`config.mk`:
```
export PLATFORM = sky130hd
export DESIGN_NAME = welford_mean_and_rms
export DESIGN_NICKNAME = d
export VERILOG_FILES = /design/src/hdl/wmr_pkg.sv /design/src/hdl/wmr_div.sv /design/src/hdl/wmr_isqrt.sv /design/src/hdl/welford_mean_and_rms.sv
export SDC_FILE = /design/constraint.sdc
export NUM_CORES = 2
export LEC_CHECK = 0
export BUFFER_PORTS_ARGS = -buffer_cell sky130_fd_sc_hd__buf_2
export CORE_MARGIN = 5
export CORE_UTILIZATION = 36
export CTS_BUF_LIST = sky130_fd_sc_hd__clkbuf_4 sky130_fd_sc_hd__clkbuf_8 sky130_fd_sc_hd__clkbuf_16
export DETAILED_ROUTE_END_ITERATION = 16
export GPL_TIMING_DRIVEN = 1
export HOLD_SLACK_MARGIN = 0.03
export SETUP_SLACK_MARGIN = 0.02
export SYNTH_ARGS = -nofsm -noshare
export SYNTH_HDL_FRONTEND = slang
export SYNTH_SLANG_ARGS = --single-unit
```
`constraint.sdc`:
```
create_clock -name clk -period 7.2 [get_ports clk]
set_input_delay 0 -clock clk [delete_from_list [all_inputs] [get_ports clk]]
set_output_delay 0 -clock clk [all_outputs]
set_load 0.05 [all_outputs]
```
`src/hdl/wmr_pkg.sv`:
```
`default_nettype none
// -----------------------------------------------------------------------------
// wmr_pkg
// Shared types and fixed formats of the running mean and rms block.
// -----------------------------------------------------------------------------
package wmr_pkg;

	// fraction bits of the running mean, in units of one sample step
	localparam int MEAN_FRAC    = 16;
	// rounding shift applied to each deviation factor before the product
	localparam int FACTOR_SHIFT = 10;
	// width of the sum of squared deviations
	localparam int QW           = 56;
	// the root carries 6 extra fraction bits over the Q16.0 rms result
	localparam int ROOT_SHIFT   = 6;
	// result field widths
	localparam int MEAN_W       = 16;
	localparam int RMS_W        = 16;
	localparam int CNT_OUT_W    = 13;

	typedef enum logic [3:0] {
		ST_IDLE,
		ST_PREP,
		ST_DIV_START,
		ST_DIV_WAIT,
		ST_FACTOR,
		ST_MUL,
		ST_ACC,
		ST_CLOSE,
		ST_VAR_WAIT,
		ST_ROOT_WAIT,
		ST_OUT
	} wmr_state_t;

	typedef struct packed {
		logic busy;
		logic done;
	} wmr_unit_stat_t;

endpackage

`default_nettype wire

```
`src/hdl/wmr_div.sv`:
```
`default_nettype none
// -----------------------------------------------------------------------------
// wmr_div
// Restoring divider, one quotient bit per cycle. The dividend arrives
// left-aligned; LW-wide steps sets how many of its top bits are used.
// -----------------------------------------------------------------------------
module wmr_div
	import wmr_pkg::*;
#(
	parameter int NW = 56,
	parameter int CW = 13,
	parameter int LW = 6
) (
	input  wire logic          clk,
	input  wire logic          arst_n,
	input  wire logic          start,
	input  wire logic [NW-1:0] dividend,
	input  wire logic [CW-1:0] divisor,
	input  wire logic [LW-1:0] steps,
	output logic      [NW-1:0] quotient,
	output wmr_unit_stat_t     stat
);

	logic [NW-1:0] z_q;
	logic [CW-1:0] r_q;
	logic [CW-1:0] dv_q;
	logic [LW-1:0] cnt_q;
	logic          busy_q;
	logic          done_q;

	logic [CW:0]   rs;
	logic          ge;
	logic [CW:0]   diff;

	always_comb begin
		rs   = {r_q, z_q[NW-1]};
		ge   = rs >= {1'b0, dv_q};
		diff = rs - {1'b0, dv_q};
	end

	always_ff @(posedge clk or negedge arst_n) begin
		if (!arst_n) begin
			busy_q <= 1'b0;
			done_q <= 1'b0;
			cnt_q  <= '0;
		end else begin
			done_q <= 1'b0;
			if (start) begin
				busy_q <= 1'b1;
				cnt_q  <= steps;
			end else if (busy_q) begin
				cnt_q <= cnt_q - LW'(1);
				if (cnt_q == LW'(1)) begin
					busy_q <= 1'b0;
					done_q <= 1'b1;
				end
			end
		end
	end

	always_ff @(posedge clk) begin
		if (start) begin
			z_q  <= dividend;
			r_q  <= '0;
			dv_q <= divisor;
		end else if (busy_q) begin
			// remainder stays below the divisor, so CW bits hold it
			r_q <= ge ? diff[CW-1:0] : rs[CW-1:0];
			z_q <= {z_q[NW-2:0], ge};
		end
	end

	assign quotient  = z_q;
	assign stat.busy = busy_q;
	assign stat.done = done_q;

endmodule

`default_nettype wire

```
`src/hdl/wmr_isqrt.sv`:
```
`default_nettype none
// -----------------------------------------------------------------------------
// wmr_isqrt
// Floor integer square root, one result bit per cycle.
// -----------------------------------------------------------------------------
module wmr_isqrt
	import wmr_pkg::*;
#(
	parameter int TW = 56
) (
	input  wire logic            clk,
	input  wire logic            arst_n,
	input  wire logic            start,
	input  wire logic [TW-1:0]   radicand,
	output logic      [TW/2-1:0] root,
	output wmr_unit_stat_t       stat
);

	logic [TW-1:0] x_q;
	logic [TW-1:0] r_q;
	logic [TW-1:0] bit_q;
	logic          busy_q;
	logic          done_q;

	logic [TW-1:0] trial;
	logic          fits;

	always_comb begin
		trial = r_q + bit_q;
		fits  = x_q >= trial;
	end

	always_ff @(posedge clk or negedge arst_n) begin
		if (!arst_n) begin
			busy_q <= 1'b0;
			done_q <= 1'b0;
		end else begin
			done_q <= 1'b0;
			if (start) begin
				busy_q <= 1'b1;
			end else if (busy_q && bit_q[0]) begin
				busy_q <= 1'b0;
				done_q <= 1'b1;
			end
		end
	end

	always_ff @(posedge clk) begin
		if (start) begin
			x_q   <= radicand;
			r_q   <= '0;
			bit_q <= TW'(1) << (TW - 2);
		end else if (busy_q) begin
			if (fits) begin
				x_q <= x_q - trial;
				r_q <= (r_q >> 1) + bit_q;
			end else begin
				r_q <= r_q >> 1;
			end
			bit_q <= bit_q >> 2;
		end
	end

	assign root      = r_q[TW/2-1:0];
	assign stat.busy = busy_q;
	assign stat.done = done_q;

endmodule

`default_nettype wire

```
`src/hdl/welford_mean_and_rms.sv`:
```
`default_nettype none
// -----------------------------------------------------------------------------
// welford_mean_and_rms
// Running Welford mean and sample standard deviation of a waveform window.
// -----------------------------------------------------------------------------
// Each sample beat updates the running mean (16 fraction bits) and the sum of
// squared deviations through one shared bit-serial divider and one
// multiplier. The divider yields one quotient bit per cycle over
// SAMPLE_BITS + 17 numerator bits, and tready stays low until the sample is
// fully folded in. When the window holds more than one sample, the beat with
// tlast adds a 56-step division of the sum by n - 1 in the same divider, then
// a 28-step square root. The result beat then waits in an output register,
// and the block accepts the next window meanwhile. Samples beyond MAX_SAMPLES
// are dropped; tlast still closes the window.
module welford_mean_and_rms
	import wmr_pkg::*;
#(
	parameter int MAX_SAMPLES = 4096,
	parameter int SAMPLE_BITS = 16
) (
	input  wire logic        clk,
	input  wire logic        arst_n,
	input  wire logic        s_axis_tvalid,
	output logic             s_axis_tready,
	input  wire logic [15:0] s_axis_tdata,   // [15:0] sample
	input  wire logic        s_axis_tlast,   // last
	output logic             m_axis_tvalid,
	input  wire logic        m_axis_tready,
	output logic      [47:0] m_axis_tdata    // [15:0] mean, [31:16] rms,
	                                         // [44:32] sample_count, rest zero
);

	localparam int CW   = $clog2(MAX_SAMPLES + 1);
	localparam int MW   = SAMPLE_BITS + MEAN_FRAC;
	localparam int DW   = MW + 1;
	localparam int FW   = DW - FACTOR_SHIFT;
	localparam int PW   = 2 * FW;
	localparam int NW   = (QW > DW) ? QW : DW;
	localparam int LW   = $clog2(NW + 1);
	localparam int SW   = ((PW > QW) ? PW : QW) + 1;
	localparam int RW   = SAMPLE_BITS + 1;
	localparam int RTW  = QW / 2;

	wmr_state_t state_q, state_d;

	// window state
	logic signed [MW-1:0]  mean_q;
	logic        [QW-1:0]  q_q;
	logic        [CW-1:0]  count_q;

	// per-sample working registers
	logic signed [SAMPLE_BITS-1:0] s_q;
	logic                          last_q;
	logic        [DW-1:0]          mag_q;
	logic                          neg_q;
	logic        [FW-1:0]          f1_q;
	logic        [FW-1:0]          f2_q;
	logic        [PW-1:0]          prod_q;

	// output register
	logic        out_valid_q;
	logic [47:0] out_data_q;

	// control
	logic in_accept;
	logic full;
	logic multi;
	logic div_start;
	logic div_var;
	logic sqrt_start;
	logic out_load;

	wmr_unit_stat_t div_stat;
	wmr_unit_stat_t sqrt_stat;

	logic [NW-1:0]  div_dividend;
	logic [CW-1:0]  div_divisor;
	logic [LW-1:0]  div_steps;
	logic [NW-1:0]  div_quot;
	logic [RTW-1:0] root;

	// datapath
	logic signed [DW-1:0] d_w;
	logic signed [DW-1:0] diff_old;
	logic signed [DW-1:0] diff_new;
	logic        [DW-1:0] mag_new;
	logic        [CW-1:0] n_w;
	logic        [DW-1:0] num_w;
	logic signed [DW-1:0] step_w;
	logic signed [DW-1:0] anew_w;
	logic        [SW-1:0] qsum;
	logic        [QW-1:0] q_next;
	logic        [MW-1:0] mean_mag;
	logic        [RW-1:0] mean_rnd;
	logic        [16:0]   mean_sat;
	logic        [15:0]   mean_out;
	logic        [RTW:0]  rms_rnd;
	logic        [15:0]   rms_out;

	assign in_accept = s_axis_tvalid && s_axis_tready;
	assign full      = count_q == CW'(MAX_SAMPLES);
	assign multi     = count_q > CW'(1);

	always_comb begin
		d_w      = DW'($signed({s_q, {MEAN_FRAC{1'b0}}}));
		diff_old = d_w - DW'(mean_q);
		diff_new = d_w - DW'(mean_q);
		mag_new  = diff_new[DW-1] ? DW'(-diff_new) : DW'(diff_new);
		n_w      = count_q + CW'(1);
		num_w    = mag_q + DW'(n_w >> 1);
		step_w   = neg_q ? -$signed(div_quot[DW-1:0]) : $signed(div_quot[DW-1:0]);
		anew_w   = DW'(mean_q) + step_w;
		qsum     = SW'(q_q) + SW'(prod_q);
		q_next   = (qsum > SW'({QW{1'b1}})) ? {QW{1'b1}} : qsum[QW-1:0];
	end

	// mean rounded to a signed 16-bit integer (Q16.0), ties away from zero, clamped to 16 bits
	always_comb begin
		mean_mag = mean_q[MW-1] ? MW'(-mean_q) : MW'(mean_q);
		mean_rnd = RW'((MW'(mean_mag) + MW'(1 << (MEAN_FRAC - 1))) >> MEAN_FRAC);
		if (mean_q[MW-1]) begin
			mean_sat = (32'(mean_rnd) > 32'd32768) ? 17'd32768 : 17'(mean_rnd);
			mean_out = 16'(-mean_sat);
		end else begin
			mean_sat = (32'(mean_rnd) > 32'd32767) ? 17'd32767 : 17'(mean_rnd);
			mean_out = mean_sat[15:0];
		end
		rms_rnd = ((RTW + 1)'(root) + (RTW + 1)'(1 << (ROOT_SHIFT - 1))) >> ROOT_SHIFT;
		if (!multi) begin
			rms_out = '0;
		end else if (rms_rnd > (RTW + 1)'(16'hFFFF)) begin
			rms_out = 16'hFFFF;
		end else begin
			rms_out = rms_rnd[15:0];
		end
	end

	// shared divider: mean step or variance, chosen by state
	always_comb begin
		if (div_var) begin
			div_dividend = NW'(q_q) << (NW - QW);
			div_divisor  = count_q - CW'(1);
			div_steps    = LW'(QW);
		end else begin
			div_dividend = NW'(num_w) << (NW - DW);
			div_divisor  = n_w;
			div_steps    = LW'(DW);
		end
	end

	wmr_div #(
		.NW(NW),
		.CW(CW),
		.LW(LW)
	) u_div (
		.clk      (clk),
		.arst_n   (arst_n),
		.start    (div_start),
		.dividend (div_dividend),
		.divisor  (div_divisor),
		.steps    (div_steps),
		.quotient (div_quot),
		.stat     (div_stat)
	);

	wmr_isqrt #(
		.TW(QW)
	) u_isqrt (
		.clk      (clk),
		.arst_n   (arst_n),
		.start    (sqrt_start),
		.radicand (div_quot[QW-1:0]),
		.root     (root),
		.stat     (sqrt_stat)
	);

	// next state
	always_comb begin
		state_d = state_q;
		unique case (state_q)
			ST_IDLE: begin
				if (in_accept) begin
					if (!full) begin
						state_d = ST_PREP;
					end else if (s_axis_tlast) begin
						state_d = ST_CLOSE;
					end
				end
			end
			ST_PREP:      state_d = ST_DIV_START;
			ST_DIV_START: state_d = ST_DIV_WAIT;
			ST_DIV_WAIT:  if (div_stat.done) state_d = ST_FACTOR;
			ST_FACTOR:    state_d = ST_MUL;
			ST_MUL:       state_d = ST_ACC;
			ST_ACC:       state_d = last_q ? ST_CLOSE : ST_IDLE;
			ST_CLOSE:     state_d = multi ? ST_VAR_WAIT : ST_OUT;
			ST_VAR_WAIT:  if (div_stat.done) state_d = ST_ROOT_WAIT;
			ST_ROOT_WAIT: if (sqrt_stat.done) state_d = ST_OUT;
			ST_OUT:       if (!out_valid_q || m_axis_tready) state_d = ST_IDLE;
			default:      state_d = ST_IDLE;
		endcase
	end

	// sequencer outputs
	always_comb begin
		s_axis_tready = state_q == ST_IDLE;
		div_var       = state_q == ST_CLOSE;
		div_start     = (state_q == ST_DIV_START) || (state_q == ST_CLOSE && multi);
		sqrt_start    = (state_q == ST_VAR_WAIT) && div_stat.done;
		out_load      = (state_q == ST_OUT) && (!out_valid_q || m_axis_tready);
	end

	always_ff @(posedge clk or negedge arst_n) begin
		if (!arst_n) begin
			state_q     <= ST_IDLE;
			mean_q      <= '0;
			q_q         <= '0;
			count_q     <= '0;
			out_valid_q <= 1'b0;
		end else begin
			state_q <= state_d;
			if (state_q == ST_DIV_WAIT && div_stat.done) begin
				mean_q <= MW'(anew_w);
			end
			if (state_q == ST_ACC) begin
				q_q     <= q_next;
				count_q <= n_w;
			end
			if (out_load) begin
				// clear for the next window
				mean_q  <= '0;
				q_q     <= '0;
				count_q <= '0;
			end
			if (out_load) begin
				out_valid_q <= 1'b1;
			end else if (m_axis_tready) begin
				out_valid_q <= 1'b0;
			end
		end
	end

	always_ff @(posedge clk) begin
		if (in_accept) begin
			s_q    <= SAMPLE_BITS'(s_axis_tdata);
			last_q <= s_axis_tlast;
		end
		if (state_q == ST_PREP) begin
			neg_q <= diff_old[DW-1];
			mag_q <= diff_old[DW-1] ? DW'(-diff_old) : DW'(diff_old);
		end
		if (state_q == ST_DIV_START) begin
			f2_q <= FW'((mag_q + DW'(1 << (FACTOR_SHIFT - 1))) >> FACTOR_SHIFT);
		end
		if (state_q == ST_FACTOR) begin
			f1_q <= FW'((mag_new + DW'(1 << (FACTOR_SHIFT - 1))) >> FACTOR_SHIFT);
		end
		if (state_q == ST_MUL) begin
			prod_q <= PW'(f1_q) * PW'(f2_q);
		end
		if (out_load) begin
			out_data_q <= {3'b000, CNT_OUT_W'(count_q), rms_out, mean_out};
		end
	end

	assign m_axis_tvalid = out_valid_q;
	assign m_axis_tdata  = out_data_q;

	a_count_bound: assert property (@(posedge clk) disable iff (!arst_n)
		count_q <= CW'(MAX_SAMPLES))
		else $error("sample count beyond window limit");

	a_div_start_idle: assert property (@(posedge clk) disable iff (!arst_n)
		div_start |-> !div_stat.busy)
		else $error("divider restarted while busy");

	a_div_done_waited: assert property (@(posedge clk) disable iff (!arst_n)
		div_stat.done |-> (state_q == ST_DIV_WAIT || state_q == ST_VAR_WAIT))
		else $error("divider result with no state waiting for it");

	a_sqrt_done_waited: assert property (@(posedge clk) disable iff (!arst_n)
		sqrt_stat.done |-> state_q == ST_ROOT_WAIT)
		else $error("root result with no state waiting for it");

	a_clear_after_out: assert property (@(posedge clk) disable iff (!arst_n)
		out_load |=> (count_q == '0 && m_axis_tvalid))
		else $error("window not cleared after result load");

endmodule

`default_nettype wire

```
==> results.json <==
{
  "finalSetupViolCount": 5,
  "cp-end-kind": "flop",
  "min_period_over_period_pct": 101.4,
  "ys.flop_type": "edfxtp_1",
  "ant_nets": 0,
  "hp-class": "in2reg",
  "grtUsageTotal_pct": 19.42,
  "cts_inserted_buffers": 68,
  "synth_area_per_cell_sq_um": 8.803,
  "grt-ovfl-total": 0,
  "relSlewSlack_pct": 28.82,
  "final_max_slew_viol_count": 0,
  "mostFrequentLayoutCell": "nand2_1",
  "grt_pass1_wl_microns": 254600,
  "fmax_mhz": 137.0,
  "worst-setup-path-type": "reg2reg",
  "wirelength_microns": 159400,
  "syn_inst": 6271,
  "yosys_warnings": 0,
  "num-nets-final": 7270,
  "critPathMaxFanout": 7,
  "n_fill_cell": 14850,
  "outcome": "finished with violations",
  "vias": 45360,
  "path_clk_slew_ns": 0.06,
  "crit_path_frequent_cell": "fa_1",
  "worst_hold_slack_ns": 0.2531,
  "place_ws_ns": -0.3915,
  "hpwl_microns": 123600,
  "yosysUniqueCellTypes": 105,
  "synth_seq_area_share_pct": 25.80,
  "firstDrtPassIters": 6,
  "maxCapViolCount": 0,
  "synthToLayoutAreaGrowth_pct": 12.99,
  "syn-cell-area_sq_um": 55210,
  "min_period_ns": 7.300,
  "grt_max_degree": 90,
  "start_util_pct": 36.26,
  "post-route-util_pct": 40.97,
  "h-tree-depth": 3,
  "cp_slowest_stage_delay_ns": 0.57,
  "antenna_found_initial": 4,
  "violations": "negative setup slack",
  "required_ns": 7.59,
  "worst_pin_slew_ns": 1.060,
  "multi_input_area_sq_um": 37810,
  "worst_slack_ns": -0.1004,
  "first_global_vias": 45600,
  "layout-drive-gt1-share_pct": 10.02,
  "placementRows": 143,
  "crit_slowest_cell": "fa_2",
  "die_h_microns": 401.6,
  "io_pins": 71,
  "clockBufferDepth": 3,
  "drtIter0Drc": 3516,
  "synth_edf_count": 313,
  "cp.arrival_ns": 7.69,
  "clock-sinks": 526,
  "clk_root_buffer_cell": "clkbuf_16",
  "ys_ff_latch": 526,
  "viasPerCell": 5.351,
  "port_buffers": 67,
  "grt_setup_unrepaired": "yes",
  "fin_skew_ns": 0.03335,
  "async_flop_share_pct": 22.05,
  "insertion_delay_ns": 0.67,
  "register_area_sq_um": 14250,
  "die_w_microns": 401.6,
  "drc_errors": 0,
  "layout_common_cells": "nand2_1 (716), inv_1 (612), fa_1 (426)",
  "hold_viol": 0,
  "die-area_sq_um": 161300,
  "gp_congestion": 0.9021,
  "setup_tns_ns": -0.2233,
  "cts_tree": "yes",
  "startpoint_type": "flop",
  "core_area_sq_um": 152300,
  "wire_per_inst_microns": 18.80
}
[logic make-up (layout without fill, tap and decap cells)]
group	count (synthesis)	count (layout)	synth area share (%)
xor gates and xnor gates	489	489	7.758
other	1	4	0.006793
buffers and inverters	964	1137	6.647
DFF	526	526	25.80
AOI/OAI and AO/OA	1382	1382	15.81
adders and majority gates	859	859	25.49
muxes	64	64	1.174
and+or+nand+nor	1986	1986	17.31
[synthesized netlist by cell type, drive strengths merged (29+ instances only)]
master	n	area [sq um]
edfxtp	313	9399
a31oi	108	705.7
a211oi	50	385.4
a21o	112	840.8
nand2b	55	344.1
o211ai	29	222.7
nand2	718	2695
o21ai	328	1649
nor2b	47	294.0
buf	37	185.2
clkbuf	291	1097
mux2i	58	580.6
nand3	145	725.7
nor4	40	284.0
and2	253	1583
o21bai	50	375.4
nor3	110	588.1
nand4	53	352.8
ha	416	5205
xor2	181	1585
o31ai	45	337.8
dfrtp	116	2903
xnor2	308	2698
dfxtp	97	1942
a22oi	32	240.2
fa	443	8869
inv	634	2380
a21oi	401	2011
o21a	34	255.2
and3	46	287.8
nor2	411	1545
[area by class of cell]
cell class / instances / share of cell area, %
Tap cell: 2030 / 4.072
Timing Repair Buffer: 375 / 4.956
Multi-Input combinational cell: 4783 / 60.62
Antenna cell: 1 / 0.004012
Sequential cell: 526 / 22.84
Inverter: 636 / 3.827
Clock buffer: 96 / 3.163
Clock inverter: 30 / 0.5195
[metal layers]
layer	track usage, %	up-vias	wire length, microns
li1	-	21680	-
met1	26.80	22200	72360
met2	31.14	1217	71780
met3	3.366	260	9423
met4	6.060	6	5747
met5	0	-	47
[registers in the layout (all words and copies together) (netlist names), 16 cells and up]
register        count
s_q                16
m_axis_tdata       45
u_isqrt.x_q        56
mean_q             32
f1_q               23
u_div.quotient     56
prod_q             46
u_isqrt.bit_q      28
q_q                56
u_isqrt.r_q        56
f2_q               23
mag_q              33
[what timing repair did]
item	in CTS	in global routing
pin swaps	86	50
hold endpoints to repair	92	0
buffers inserted	39	25
gates cloned	0	1
hold buffers	38	0
endpoints found under the setup margin	11	14
gates resized for setup	72	72
[through the flow]
stage	cell area (sq um)	std cells
after floorplan	55250	6273
after global placement	58650	8251
after detailed placement	58650	8251
after CTS	61950	8453
after global routing	62380	8476
final	62380	8477
[critical path, delay by kind of cell, from the launching register on]
kind	cells	cell delay [ns]
AOI/OAI and AO/OA	9	1.69
xor gates and xnor gates	1	0.11
and+or+nand+nor	2	0.21
adders and majority gates	8	3.82
buffers and inverters	7	0.73
DFF	1	0.45
[final timing paths]
check                                     from              to  slack [ns]  cells past startpoint
min in group asynchronous               arst_n       mean_q[0]        0.30                      3
worst min register to register  u_isqrt.r_q[0]  u_isqrt.r_q[0]        0.49                      2
worst min-delay path              s_axis_tlast          last_q        0.25                      2
worst max-delay path                  f2_q[10]      prod_q[42]       -0.10                     27
max in group asynchronous               arst_n         q_q[39]        5.83                      4
worst max register to register        f2_q[10]      prod_q[42]       -0.10                     27
Power is not shown: default switching activity piles up to over one toggle a cycle in this logic, so the estimate is an artifact.
